## src/rtl/core/dcfb_pkg.sv

```systemverilog
// types, constants, microcode table and crc step for the drive command frame builder
package dcfb_pkg;

	localparam int ADDR_W = 5;

	localparam logic [1:0] KIND_SPEED = 2'd0;
	localparam logic [1:0] KIND_WRITE = 2'd2;

	localparam logic [7:0]  STATION_ADDR = 8'h01;
	localparam logic [7:0]  CODE_SPEED   = 8'hEA;
	localparam logic [7:0]  CODE_READ    = 8'h43;
	localparam logic [7:0]  CODE_WRITE   = 8'h44;
	localparam logic [15:0] CRC_INIT     = 16'hFFFF;
	localparam logic [15:0] CRC_POLY     = 16'hA001;

	// byte sources
	localparam logic [3:0] SRC_STATION = 4'd0;
	localparam logic [3:0] SRC_CODE_RW = 4'd1;
	localparam logic [3:0] SRC_CODE_SP = 4'd2;
	localparam logic [3:0] SRC_W1_HI   = 4'd3;
	localparam logic [3:0] SRC_W1_LO   = 4'd4;
	localparam logic [3:0] SRC_W2_HI   = 4'd5;
	localparam logic [3:0] SRC_W2_LO   = 4'd6;
	localparam logic [3:0] SRC_D1_HI   = 4'd7;
	localparam logic [3:0] SRC_D1_LO   = 4'd8;
	localparam logic [3:0] SRC_D2_HI   = 4'd9;
	localparam logic [3:0] SRC_D2_LO   = 4'd10;
	localparam logic [3:0] SRC_CRC_LO  = 4'd11;
	localparam logic [3:0] SRC_CRC_HI  = 4'd12;

	// jump conditions
	localparam logic [1:0] COND_NONE      = 2'd0;
	localparam logic [1:0] COND_SPEED     = 2'd1;
	localparam logic [1:0] COND_NOT_WRITE = 2'd2;
	localparam logic [1:0] COND_ALWAYS    = 2'd3;

	localparam logic [ADDR_W-1:0] ADDR_CRC   = 5'd10;
	localparam logic [ADDR_W-1:0] ADDR_SPEED = 5'd12;
	localparam logic [ADDR_W-1:0] ADDR_LAST  = 5'd16;

	typedef struct packed {
		logic [3:0]        src;
		logic              crc_upd;
		logic              last;
		logic [1:0]        cond;
		logic [ADDR_W-1:0] target;
	} ctl_t;

	typedef struct packed {
		logic is_speed;
		logic is_write;
	} stat_t;

	function automatic ctl_t ucode_rom(input logic [ADDR_W-1:0] addr);
		ctl_t w;
		w = '{src: SRC_CRC_HI, crc_upd: 1'b0, last: 1'b1, cond: COND_NONE, target: '0};
		unique case (addr)
			5'd0:  w = '{SRC_STATION, 1'b1, 1'b0, COND_SPEED, ADDR_SPEED};
			5'd1:  w = '{SRC_CODE_RW, 1'b1, 1'b0, COND_NONE, '0};
			5'd2:  w = '{SRC_W1_HI, 1'b1, 1'b0, COND_NONE, '0};
			5'd3:  w = '{SRC_W1_LO, 1'b1, 1'b0, COND_NONE, '0};
			5'd4:  w = '{SRC_W2_HI, 1'b1, 1'b0, COND_NONE, '0};
			5'd5:  w = '{SRC_W2_LO, 1'b1, 1'b0, COND_NOT_WRITE, ADDR_CRC};
			5'd6:  w = '{SRC_D1_HI, 1'b1, 1'b0, COND_NONE, '0};
			5'd7:  w = '{SRC_D1_LO, 1'b1, 1'b0, COND_NONE, '0};
			5'd8:  w = '{SRC_D2_HI, 1'b1, 1'b0, COND_NONE, '0};
			5'd9:  w = '{SRC_D2_LO, 1'b1, 1'b0, COND_NONE, '0};
			5'd10: w = '{SRC_CRC_LO, 1'b0, 1'b0, COND_NONE, '0};
			5'd11: w = '{SRC_CRC_HI, 1'b0, 1'b1, COND_NONE, '0};
			5'd12: w = '{SRC_CODE_SP, 1'b1, 1'b0, COND_NONE, '0};
			5'd13: w = '{SRC_W1_LO, 1'b1, 1'b0, COND_NONE, '0};
			5'd14: w = '{SRC_W1_HI, 1'b1, 1'b0, COND_NONE, '0};
			5'd15: w = '{SRC_W2_LO, 1'b1, 1'b0, COND_NONE, '0};
			5'd16: w = '{SRC_W2_HI, 1'b1, 1'b0, COND_ALWAYS, ADDR_CRC};
			default: w = '{SRC_CRC_HI, 1'b0, 1'b1, COND_NONE, '0};
		endcase
		return w;
	endfunction

	// one byte through the reflected crc-16
	function automatic logic [15:0] crc_byte(input logic [15:0] crc, input logic [7:0] b);
		logic [15:0] c;
		c = crc ^ {8'h00, b};
		for (int i = 0; i < 8; i++) begin
			if (c[0]) begin
				c = (c >> 1) ^ CRC_POLY;
			end else begin
				c = c >> 1;
			end
		end
		return c;
	endfunction

endpackage

```

## src/rtl/core/dcfb_cmd_if.sv

```systemverilog
// command channel interface
interface dcfb_cmd_if;
	logic        valid;
	logic        ready;
	logic [1:0]  kind;
	logic [15:0] first_word;
	logic [15:0] second_word;
	logic [15:0] first_data;
	logic [15:0] second_data;

	modport source (output valid, kind, first_word, second_word, first_data, second_data,
		input ready);
	modport sink (input valid, kind, first_word, second_word, first_data, second_data,
		output ready);
endinterface

```

## src/rtl/core/dcfb_byte_if.sv

```systemverilog
// frame byte channel interface
interface dcfb_byte_if;
	logic       valid;
	logic       ready;
	logic [7:0] frame_byte;
	logic       last_of_frame;

	modport source (output valid, frame_byte, last_of_frame, input ready);
	modport sink (input valid, frame_byte, last_of_frame, output ready);
endinterface

```

## src/rtl/core/dcfb_useq.sv

```systemverilog
// microcode sequencer: step counter, control table and jumps
module dcfb_useq (
	input  logic                                clk,
	input  logic                                arst_n,
	input  logic                                start,
	input  logic                                step_en,
	input  dcfb_pkg::stat_t                     stat,
	output logic                                busy,
	output logic [dcfb_pkg::ADDR_W-1:0]         step,
	output dcfb_pkg::ctl_t                      ctl
);

	logic                        busy_q;
	logic [dcfb_pkg::ADDR_W-1:0] step_q;
	logic [dcfb_pkg::ADDR_W-1:0] step_nxt;
	logic                        taken;

	assign ctl  = dcfb_pkg::ucode_rom(step_q);
	assign busy = busy_q;
	assign step = step_q;

	always_comb begin
		unique case (ctl.cond)
			dcfb_pkg::COND_SPEED:     taken = stat.is_speed;
			dcfb_pkg::COND_NOT_WRITE: taken = !stat.is_write;
			dcfb_pkg::COND_ALWAYS:    taken = 1'b1;
			default:                  taken = 1'b0;
		endcase
		step_nxt = taken ? ctl.target : step_q + 1'b1;
	end

	always_ff @(posedge clk or negedge arst_n) begin
		if (!arst_n) begin
			busy_q <= 1'b0;
			step_q <= '0;
		end else if (start) begin
			busy_q <= 1'b1;
			step_q <= '0;
		end else if (step_en) begin
			if (ctl.last) begin
				busy_q <= 1'b0;
			end
			step_q <= step_nxt;
		end
	end

endmodule

```

## src/rtl/core/dcfb_dpath.sv

```systemverilog
// datapath: command registers, byte select, crc register and output register
module dcfb_dpath (
	input  logic            clk,
	input  logic            arst_n,
	input  logic            load,
	input  logic [1:0]      kind,
	input  logic [15:0]     first_word,
	input  logic [15:0]     second_word,
	input  logic [15:0]     first_data,
	input  logic [15:0]     second_data,
	input  logic            step_en,
	input  dcfb_pkg::ctl_t  ctl,
	input  logic            out_ready,
	output dcfb_pkg::stat_t stat,
	output logic            out_free,
	output logic            out_valid,
	output logic [7:0]      frame_byte,
	output logic            last_of_frame
);

	logic [1:0]  kind_q;
	logic [15:0] w1_q;
	logic [15:0] w2_q;
	logic [15:0] d1_q;
	logic [15:0] d2_q;
	logic [15:0] crc_q;
	logic [7:0]  byte_q;
	logic        last_q;
	logic        out_valid_q;
	logic [7:0]  byte_sel;

	always_comb begin
		case (ctl.src)
			dcfb_pkg::SRC_STATION: byte_sel = dcfb_pkg::STATION_ADDR;
			dcfb_pkg::SRC_CODE_RW: byte_sel = (kind_q == dcfb_pkg::KIND_WRITE) ?
				dcfb_pkg::CODE_WRITE : dcfb_pkg::CODE_READ;
			dcfb_pkg::SRC_CODE_SP: byte_sel = dcfb_pkg::CODE_SPEED;
			dcfb_pkg::SRC_W1_HI:   byte_sel = w1_q[15:8];
			dcfb_pkg::SRC_W1_LO:   byte_sel = w1_q[7:0];
			dcfb_pkg::SRC_W2_HI:   byte_sel = w2_q[15:8];
			dcfb_pkg::SRC_W2_LO:   byte_sel = w2_q[7:0];
			dcfb_pkg::SRC_D1_HI:   byte_sel = d1_q[15:8];
			dcfb_pkg::SRC_D1_LO:   byte_sel = d1_q[7:0];
			dcfb_pkg::SRC_D2_HI:   byte_sel = d2_q[15:8];
			dcfb_pkg::SRC_D2_LO:   byte_sel = d2_q[7:0];
			dcfb_pkg::SRC_CRC_LO:  byte_sel = crc_q[7:0];
			default:               byte_sel = crc_q[15:8];
		endcase
	end

	assign stat.is_speed = (kind_q == dcfb_pkg::KIND_SPEED);
	assign stat.is_write = (kind_q == dcfb_pkg::KIND_WRITE);
	assign out_free      = !out_valid_q || out_ready;
	assign out_valid     = out_valid_q;
	assign frame_byte    = byte_q;
	assign last_of_frame = last_q;

	always_ff @(posedge clk) begin
		if (load) begin
			kind_q <= kind;
			w1_q   <= first_word;
			w2_q   <= second_word;
			d1_q   <= first_data;
			d2_q   <= second_data;
			crc_q  <= dcfb_pkg::CRC_INIT;
		end else if (step_en && ctl.crc_upd) begin
			crc_q <= dcfb_pkg::crc_byte(crc_q, byte_sel);
		end
		if (step_en) begin
			byte_q <= byte_sel;
			last_q <= ctl.last;
		end
	end

	always_ff @(posedge clk or negedge arst_n) begin
		if (!arst_n) begin
			out_valid_q <= 1'b0;
		end else if (step_en) begin
			out_valid_q <= 1'b1;
		end else if (out_ready) begin
			out_valid_q <= 1'b0;
		end
	end

endmodule

```

## src/rtl/core/drive_command_frame_builder_core.sv

```systemverilog
// drive command frame builder top level
// first byte of a frame: the command item starts the sequencer, whose first step loads the output register
// throughput: one microcode step per cycle while the output register is free, one byte per step; 8 bytes per speed set
// or read item and 12 per write item, the next item taken in the cycle of the last byte
// reset: clears the step counter, busy flag and output valid; no memories to clear
module drive_command_frame_builder_core (
	input  logic        clk,
	input  logic        arst_n,
	dcfb_cmd_if.sink    cmd,
	dcfb_byte_if.source frame
);

	logic                        busy;
	logic                        out_free;
	logic                        fire;
	logic                        in_fire;
	logic [dcfb_pkg::ADDR_W-1:0] step;
	dcfb_pkg::ctl_t              ctl;
	dcfb_pkg::stat_t             stat;

	assign fire      = busy && out_free;
	assign cmd.ready = !busy || (fire && ctl.last);
	assign in_fire   = cmd.valid && cmd.ready;

	dcfb_useq u_useq (
		.clk     (clk),
		.arst_n  (arst_n),
		.start   (in_fire),
		.step_en (fire),
		.stat    (stat),
		.busy    (busy),
		.step    (step),
		.ctl     (ctl)
	);

	dcfb_dpath u_dpath (
		.clk           (clk),
		.arst_n        (arst_n),
		.load          (in_fire),
		.kind          (cmd.kind),
		.first_word    (cmd.first_word),
		.second_word   (cmd.second_word),
		.first_data    (cmd.first_data),
		.second_data   (cmd.second_data),
		.step_en       (fire),
		.ctl           (ctl),
		.out_ready     (frame.ready),
		.stat          (stat),
		.out_free      (out_free),
		.out_valid     (frame.valid),
		.frame_byte    (frame.frame_byte),
		.last_of_frame (frame.last_of_frame)
	);

`ifndef SYNTHESIS
	a_start: assert property (@(posedge clk) disable iff (!arst_n)
		in_fire |=> busy && step == '0)
		else $error("sequencer did not restart on a new item");

	a_done: assert property (@(posedge clk) disable iff (!arst_n)
		fire && ctl.last && !in_fire |=> !busy)
		else $error("sequencer still busy after last byte");

	a_range: assert property (@(posedge clk) disable iff (!arst_n)
		busy |-> step <= dcfb_pkg::ADDR_LAST)
		else $error("step counter left the program");

	a_out: assert property (@(posedge clk) disable iff (!arst_n)
		fire |=> frame.valid && frame.last_of_frame == $past(ctl.last))
		else $error("stepped byte not presented");
`endif

endmodule
```

## src/flat_wrapper.sv

```systemverilog
// flat-port wrapper written by rule: the top's interface ports become plain ports
module drive_command_frame_builder_core_flat 
  (clk, arst_n, cmd_valid, cmd_kind, cmd_first_word, cmd_second_word, cmd_first_data, cmd_second_data, cmd_ready, frame_valid, frame_frame_byte, frame_last_of_frame, frame_ready);
  dcfb_cmd_if cmd_i ();
  dcfb_byte_if frame_i ();
  input  logic clk;
  input  logic arst_n;
  input wire logic [$bits(cmd_i.valid)-1:0] cmd_valid;
  input wire logic [$bits(cmd_i.kind)-1:0] cmd_kind;
  input wire logic [$bits(cmd_i.first_word)-1:0] cmd_first_word;
  input wire logic [$bits(cmd_i.second_word)-1:0] cmd_second_word;
  input wire logic [$bits(cmd_i.first_data)-1:0] cmd_first_data;
  input wire logic [$bits(cmd_i.second_data)-1:0] cmd_second_data;
  output wire logic [$bits(cmd_i.ready)-1:0] cmd_ready;
  output wire logic [$bits(frame_i.valid)-1:0] frame_valid;
  output wire logic [$bits(frame_i.frame_byte)-1:0] frame_frame_byte;
  output wire logic [$bits(frame_i.last_of_frame)-1:0] frame_last_of_frame;
  input wire logic [$bits(frame_i.ready)-1:0] frame_ready;
  assign cmd_i.valid = cmd_valid;
  assign cmd_i.kind = cmd_kind;
  assign cmd_i.first_word = cmd_first_word;
  assign cmd_i.second_word = cmd_second_word;
  assign cmd_i.first_data = cmd_first_data;
  assign cmd_i.second_data = cmd_second_data;
  assign cmd_ready = cmd_i.ready;
  assign frame_valid = frame_i.valid;
  assign frame_frame_byte = frame_i.frame_byte;
  assign frame_last_of_frame = frame_i.last_of_frame;
  assign frame_i.ready = frame_ready;
  drive_command_frame_builder_core u_core (.clk(clk), .arst_n(arst_n), .cmd(cmd_i), .frame(frame_i));
endmodule
```

## config.mk

```make
export PLATFORM = sky130hd
export DESIGN_NAME = drive_command_frame_builder_core_flat
export DESIGN_NICKNAME = d
export VERILOG_FILES = /design/src/rtl/core/dcfb_pkg.sv /design/src/rtl/core/dcfb_cmd_if.sv /design/src/rtl/core/dcfb_byte_if.sv /design/src/rtl/core/dcfb_useq.sv /design/src/rtl/core/dcfb_dpath.sv /design/src/rtl/core/drive_command_frame_builder_core.sv /design/src/flat_wrapper.sv
export SDC_FILE = /design/constraint.sdc
export NUM_CORES = 1
export LEC_CHECK = 0
export BUFFER_PORTS_ARGS = -buffer_cell sky130_fd_sc_hd__buf_2
export CAP_MARGIN = 20
export CORE_ASPECT_RATIO = 0.8
export CORE_MARGIN = 10
export CORE_UTILIZATION = 45
export DETAILED_ROUTE_END_ITERATION = 7
export GPL_TIMING_DRIVEN = 0
export HOLD_SLACK_MARGIN = 0.08
export PLACE_DENSITY = 0.66
export SLEW_MARGIN = 10
export SYNTH_ARGS = -nofsm -noshare
export SYNTH_HDL_FRONTEND = slang
export SYNTH_SLANG_ARGS = --single-unit
export TNS_END_PERCENT = 1
```

## constraint.sdc

```tcl
create_clock -name clk -period 6.65 [get_ports clk]
set_input_delay 0.665 -clock clk [delete_from_list [all_inputs] [get_ports clk]]
set_output_delay 0.665 -clock clk [all_outputs]
set_load 0.01 [all_outputs]
```

==> flow_metrics.tcl, run 1 <==
set metrics [dict create \
    status "finished, final reports clean" \
    synthesis.area_mm2 0.00489 \
    tns_ns 0 \
    row_count 33 \
    fin_util 0.552 \
    critPathArrivalTime_ns 4.37 \
    yosys-top-cells-area "edfxtp_1 46%, dfxtp_1 6.6%, dfrtp_1 3.6%, nand2_1 3.4%, mux2i_1 2.7%" \
    period_share 0.622 \
    fin_area_mm2 0.00577 \
    fin_ws_ns 2.51 \
    finalNetCount 573 \
    vias 3606 \
    first_iter_violations 326 \
    dpl.hpwl_um 9200 \
    ioPinCount 81 \
    grt_pass1_wl_um 20200 \
    initial_utilization 0.468 \
    syn_nets 481 \
    die_x_um 137 \
    min_path_type "input port to asynchronous set/reset pin" \
    numCtsBuffers 9 \
    core_area_mm2 0.0104 \
    required_ns 6.88 \
    ys_warn_count 0 \
    drc 0 \
    clockRootBuffer "clkbuf_16" \
    synth_top_area_share 0.461 \
    clock_path_buffers 2 \
    grt_usage 0.165 \
    synthArstFlopShare 0.0714 \
    grt-ovfl-total 0 \
    worstMarginPinSlew_ns 0.658 \
    vias_per_cell 5.63 \
    fillerInstances 898 \
    synth_seq_cells 98 \
    multiInputGateArea_mm2 0.00198 \
    path_clk_slew_ns 0.07 \
    crit_path_end_kind "register" \
    place_area_mm2 0.00549 \
    netlist_instances 405 \
    fmaxAchievable_mhz 242 \
    die_area_mm2 0.0155 \
    cts_setup_buffers 0 \
    place_congestion 0.866 \
    num_antenna_cells 0 \
    die_h_um 113 \
    clock_latency_ns 0.35 \
    path_max_fanout 11 \
    hold_violations 0 \
    ant_nets 0 \
    synth_edf_count 75 \
    r2r-end "u_core.u_dpath.crc_q[15]" \
    synth_cell_types 81 \
    maxCapViolCount 0 \
    yosys.area.top_type "edfxtp_1" \
    cts.sinks 98 \
    drt-pass1-iter-count 5 \
    worst-setup-path-type "register to register" \
    synth_seq_area_share 0.562 \
    antenna_found_initial 0 \
    r2r_slack_ns 2.51 \
    port-buffer-count 80 \
    wl_per_cell_um 19.2 \
    slew_violations 0 \
    dp_slack_ns 2.63 \
    wl_um 12300 \
    critPathLaunch "u_core.u_useq.step[0]" \
    area_growth_pct 18.0 \
    regArea_mm2 0.00275 \
    cts_hold_buf 0 \
    grt_max_degree 41 \
    skew_ns 0.00744 \
    rsz0062_at_grt "false" \
    syn-mean-instance-area_um2 12.1 \
    tritoncts "done" \
    setup_violations 0 \
    first_global_vias 3732 \
    period_minus_slack_ns 4.14 \
    r2r_cells 14 \
    post_cts_resized 0 \
    reg2reg_from "u_core.u_useq.step[0]" \
    drive_above_1_share 0.291 \
    startpoint_type "register" \
    ys.flop_type "edfxtp_1" \
    endpoint "u_core.u_dpath.crc_q[15]" \
    slew_headroom 0.560 \
    h-tree-depth 3 \
]
stage by stage:
step                      hold WS, ns  instances
after global placement          0.479        625
after global routing            0.140        641
final                           0.134        641
after detailed placement        0.483        626
after CTS                       0.133        641
after floorplan                 0.369        405
cells in the mapped netlist, drive strengths merged, types with 3 or more instances:
| master | instances |
|---|---|
| a21oi | 24 |
| a221oi | 3 |
| a31o | 6 |
| a31oi | 8 |
| and3 | 4 |
| buf | 11 |
| clkbuf | 7 |
| dfrtp | 7 |
| dfxtp | 16 |
| edfxtp | 75 |
| ha | 6 |
| inv | 11 |
| mux2 | 3 |
| mux2i | 13 |
| nand2 | 44 |
| nand2b | 9 |
| nand3 | 23 |
| nor2 | 19 |
| nor3 | 8 |
| nor4b | 3 |
| o211ai | 12 |
| o21a | 4 |
| o21ai | 19 |
| o221ai | 3 |
| o31ai | 5 |
| or2 | 3 |
| xnor2 | 17 |
| xor2 | 6 |
how the worst min path moves through the flow:
stage | endpoint | startpoint | depth (start not counted) | slack (ns)
after floorplan | u_core.u_dpath.out_valid | arst_n | 0 | 0.37
after global placement | u_core.u_dpath.out_valid | u_core.u_useq.busy | 1 | 0.48
after detailed placement | u_core.u_dpath.out_valid | u_core.u_useq.busy | 1 | 0.48
after CTS | u_core.u_useq.step[2] | arst_n | 1 | 0.13
after global routing | u_core.u_useq.step[4] | arst_n | 1 | 0.14
final | u_core.u_useq.step[2] | arst_n | 1 | 0.13
layout make-up:
class	instances	share of cell area
sequential	98	0.476
clock inverter	6	0.00954
multi-input combinational	278	0.344
inverter	11	0.00716
clock buffer	9	0.0390
tap	140	0.0304
timing repair buffer	81	0.0729
buffer	18	0.0206
registers in the layout, indices dropped and copies added (netlist names):
signal and cells:
u_core.u_dpath.w1_q 16, u_core.u_dpath.kind_q 2, u_core.u_useq.step 5, u_core.u_dpath.d1_q 16
u_core.u_dpath.crc_q 16, u_core.u_useq.busy 1, u_core.u_dpath.d2_q 16, u_core.u_dpath.w2_q 16
u_core.u_dpath.frame_byte 8, u_core.u_dpath.last_of_frame 1, u_core.u_dpath.out_valid 1
worst max-delay path, stage by stage (launching register included):
cell and delay (ns):
dfrtp_1 0.63, inv_1 0.12, ha_1 0.41, nor3b_2 0.31, a211oi_2 0.08, buf_4 0.21, o21ai_0 0.20, nand2_1 0.09
o32ai_1 0.60, a211oi_1 0.19, a21oi_2 0.27, xnor2_1 0.16, xnor3_2 0.50, xnor2_1 0.18, o21ai_1 0.07
metal layers:
| metal | vias up | wire length (um) | global-route usage |
|---|---|---|---|
| met5 | - | 0 | 0 |
| met2 | 128 | 5220 | 0.228 |
| li1 | 1717 | - | - |
| met3 | 19 | 859 | 0.0513 |
| met1 | 1742 | 6060 | 0.239 |
| met4 | 0 | 184 | 0.0553 |
kinds of logic (layout without fill, tap and decap cells):
kind of cell / Yosys count / in the layout / share of synthesized area
mux: 16 / 16 / 0.0351
flops: 98 / 98 / 0.562
compound gates: 105 / 105 / 0.163
buf+inv: 29 / 125 / 0.0320
fa+ha+maj: 6 / 6 / 0.0154
xor+xnor: 24 / 24 / 0.0576
simple gates: 127 / 127 / 0.135
layout by cell type (no fill, tap or decap), drive strengths merged, types with 4 or more instances in the layout:
master  instances
nor2           19
a31o            6
o31ai           5
xor2            6
nand2b          9
edfxtp         75
o211ai         12
nand3          23
clkbuf         16
o21a            4
dfxtp          16
nand2          44
buf            92
o21ai          19
and3            4
xnor2          17
a21oi          24
ha              6
a31oi           8
dfrtp           7
mux2i          13
nor3            8
inv            17
Power of run 1 is not shown: default switching activity piles up to over one toggle a cycle in this logic, so the estimate is an artifact.
==> inputs of run 2 (changes only) <==
--- a/config.mk
+++ b/config.mk
@@ -5,6 +5,7 @@
 export SDC_FILE = /design/constraint.sdc
 export NUM_CORES = 1
 export LEC_CHECK = 0
+export ABC_AREA = 1
 export BUFFER_PORTS_ARGS = -buffer_cell sky130_fd_sc_hd__buf_2
 export CAP_MARGIN = 20
 export CORE_ASPECT_RATIO = 0.8
@@ -13,7 +14,7 @@
 export DETAILED_ROUTE_END_ITERATION = 7
 export GPL_TIMING_DRIVEN = 0
 export HOLD_SLACK_MARGIN = 0.08
-export PLACE_DENSITY = 0.66
+export PLACE_DENSITY = 0.69
 export SLEW_MARGIN = 10
 export SYNTH_ARGS = -nofsm -noshare
 export SYNTH_HDL_FRONTEND = slang
==> constraint.sdc (replaced) <==
create_clock -name clk -period 3.78 [get_ports clk]
set_input_delay 0.378 -clock clk [delete_from_list [all_inputs] [get_ports clk]]
set_output_delay 0.378 -clock clk [all_outputs]
set_load 0.01 [all_outputs]
==> run 2 against run 1 <==
Flip-flop and latch count stayed put. Utilization is 0.78 points lower. Final area is 2.0% higher. Global-route usage is 1.1 points lower. Clock skew is 0.0034 ns higher. Worst hold slack better by 0.060 ns. Wire length is 3.7% lower. Critical path depth is 9 higher. Largest cell class unchanged. Highest routed layer unchanged.
==> flow_metrics.tcl, run 2 <==
set metrics [dict create \
    period_share 0.886 \
    hold-path-endpoint "u_core.u_dpath.d2_q[7]" \
    fin_cells 767 \
    setup_violations 0 \
    regArea_mm2 0.00275 \
    ys_warn_count 0 \
    tns_ns 0 \
    worstMarginPinSlew_ns 0.600 \
    wl_um 11900 \
    skew_ns 0.0109 \
    drc 0 \
    netlist_instances 522 \
    tritoncts "done" \
    numCtsBuffers 9 \
    antenna_found_initial 0 \
    maxCapViolCount 0 \
    place_area_mm2 0.00557 \
    r2r_cells 23 \
    final_common_cell "nand2_1" \
    yosys.area_share.simple 0.285 \
    port-buffer-count 80 \
    rsz0062_at_grt "false" \
    synth_top_family_by_area "simple AND/OR/NAND/NOR gates" \
    synth_compound_gate_area_share 0.0628 \
    drive_above_1_share 0.266 \
    final_cell_mix "133 x nand2_1, 83 x buf_2, 75 x edfxtp_1" \
    clock_path_buffers 2 \
    vias 3967 \
    h-tree-depth 3 \
    synthArstFlopShare 0.0714 \
    synth_seq_cells 98 \
    die_area_mm2 0.0156 \
    cpPeakStageDelay_ns 0.43 \
    grt_usage 0.154 \
    whs_ns 0.194 \
    reg2reg_from "u_core.u_useq.step[1]" \
    initial_utilization 0.457 \
    num_antenna_cells 0 \
    slew_headroom 0.597 \
    place_congestion 0.881 \
    yosys.cell_count.top_type "nand2_1" \
    multiInputGateArea_mm2 0.00184 \
    synth_edf_count 75 \
    slew_violations 0 \
    period_minus_slack_ns 3.35 \
    min_path_type "input port to register" \
    grt_pass1_wl_um 19000 \
    ant_nets 0 \
    synthesis.area_mm2 0.00494 \
    vias_per_cell 5.17 \
    clockRootBuffer "clkbuf_16" \
    dpl.hpwl_um 9040 \
    critPathLaunch "u_core.u_useq.step[1]" \
    ys.flop_type "edfxtp_1" \
    first_global_vias 3826 \
    fillerInstances 983 \
    clock_latency_ns 0.36 \
    required_ns 3.99 \
    grt_max_degree 35 \
    synth_seq_area_share 0.556 \
    core_area_mm2 0.0108 \
    synth_mux_area_frac 0 \
    yosys-top-cells-area "edfxtp_1 46%, nand2_1 10%, dfxtp_1 6.5%, nand3_1 6.4%, inv_1 3.7%" \
    synth_xor_area_frac 0.00709 \
    crit_path_end_kind "register" \
    die_x_um 137 \
    ys_top_cells_by_count "133 x nand2_1, 75 x edfxtp_1, 63 x nand3_1, 49 x inv_1, 27 x nor2_1" \
    status "finished, final reports clean" \
    dp_cells 748 \
    area_growth_pct 19.0 \
    drt-pass1-iter-count 5 \
    fin_area_mm2 0.00588 \
    worst-setup-path-type "register to register" \
    cts.sinks 98 \
    r2r-end "u_core.u_dpath.crc_q[15]" \
    hold_violations 0 \
    startpoint_type "register" \
    path_clk_slew_ns 0.08 \
    synth_top_area_share 0.456 \
    finalNetCount 694 \
    crit_top_cell "nand2_1" \
    synth_cell_types 35 \
    yosys.area.top_type "edfxtp_1" \
    min_path_cells 1 \
    ioPinCount 81 \
    synth_adder_area_share 0.0152 \
    wl_per_cell_um 15.5 \
    hp-start "cmd_second_data[7]" \
    row_count 34 \
    first_iter_violations 332 \
    syn-mean-instance-area_um2 9.47 \
    path_max_fanout 5 \
    critPathArrivalTime_ns 3.56 \
    cp_slowest_cell "dfrtp_1" \
    r2r_slack_ns 0.43 \
    die_h_um 114 \
    grt-ovfl-total 0 \
    path_cells "inv_1 > ha_1 > nor2_1 > nand2_1 > nand3_2 > a21oi_4 > buf_4 > nor3_1 > nand2_1 > nand2_1 > nor2_1 > nand3b_2 > nand2_1 > nand2_1 > nand2_1 > inv_2 > nand2_1 > nand2_1 > nand2_1 > nand2_2 > nand2_2 > nand3_1 > o211ai_1" \
    syn_nets 598 \
    fmaxAchievable_mhz 299 \
]
==> run 2: cell types whose count changed after synthesis, moves of 8 or more <==
cell and change:
nand2_1 +89, nand2b_1 -9, mux2i_1 -13, inv_1 +39, a21oi_1 -9, nor2_1 +9
nand3_1 +40, xnor2_1 -12, nand4_1 +24, nand3_2 +9, nand2_2 +23, buf_6 +8
==> run 2: how the worst max path moves through the flow <==
stage,cells past startpoint,endpoint,slack (ns)
floorplan,10,u_core.u_dpath.crc_q[15],0.10
global route,24,u_core.u_dpath.crc_q[0],0.12
CTS,24,u_core.u_dpath.crc_q[15],0.32
global placement,10,u_core.u_dpath.crc_q[13],-1.19
finish,23,u_core.u_dpath.crc_q[15],0.43
detailed placement,24,u_core.u_dpath.crc_q[15],0.36
==> run 2: cell families after synthesis <==
family	Yosys count
AND/OR/NAND/NOR	294
adder cells (fa/ha/maj)	6
buffers and inverters	73
AO/OA/AOI/OAI	47
XOR/XNOR	4
flip-flops	98
==> run 2: what timing repair did <==
item	4_1_cts	5_1_grt
gates resized for setup	0	1
hold buffers	1	0
setup buffers	0	2
endpoints found under the hold margin	7	0
endpoints found under the setup margin	0	3
==> run 2: worst max-delay path, delay by kind of cell (launching register included) <==
kind	cells	cell delay, ns
buf+inv	3	0.39
fa+ha+maj	1	0.36
simple gates	17	1.89
compound gates	2	0.14
flops	1	0.43
==> run 2: routing by layer <==
metal / global-route usage / routed length (um) / share of wire / vias to the layer above
met3: 0.0518 / 903 / 0.076 / 13
met4: 0.0540 / 227 / 0.019 / 0
met5: 0 / 0 / 0 / -
met2: 0.220 / 5230 / 0.44 / 127
li1: - / - / - / 1978
met1: 0.213 / 5510 / 0.46 / 1849
==> run 2: metrics by stage <==
stage,setup WS (ns),utilization
3_3_place_gp,-1.19,0.511
4_1_cts,0.318,0.543
6_report,0.431,0.544
2_1_floorplan,0.101,-
5_1_grt,0.122,0.544
3_5_place_dp,0.356,0.515
==> run 2: cell type report <==
type | instances | area share
inverter | 57 | 0.0368
tap | 144 | 0.0306
buffer | 16 | 0.0249
multi-input combinational | 351 | 0.312
timing repair buffer | 85 | 0.0791
clock buffer | 9 | 0.0383
sequential | 98 | 0.467
clock inverter | 7 | 0.0104
Power of run 2 is left out for the same reason.
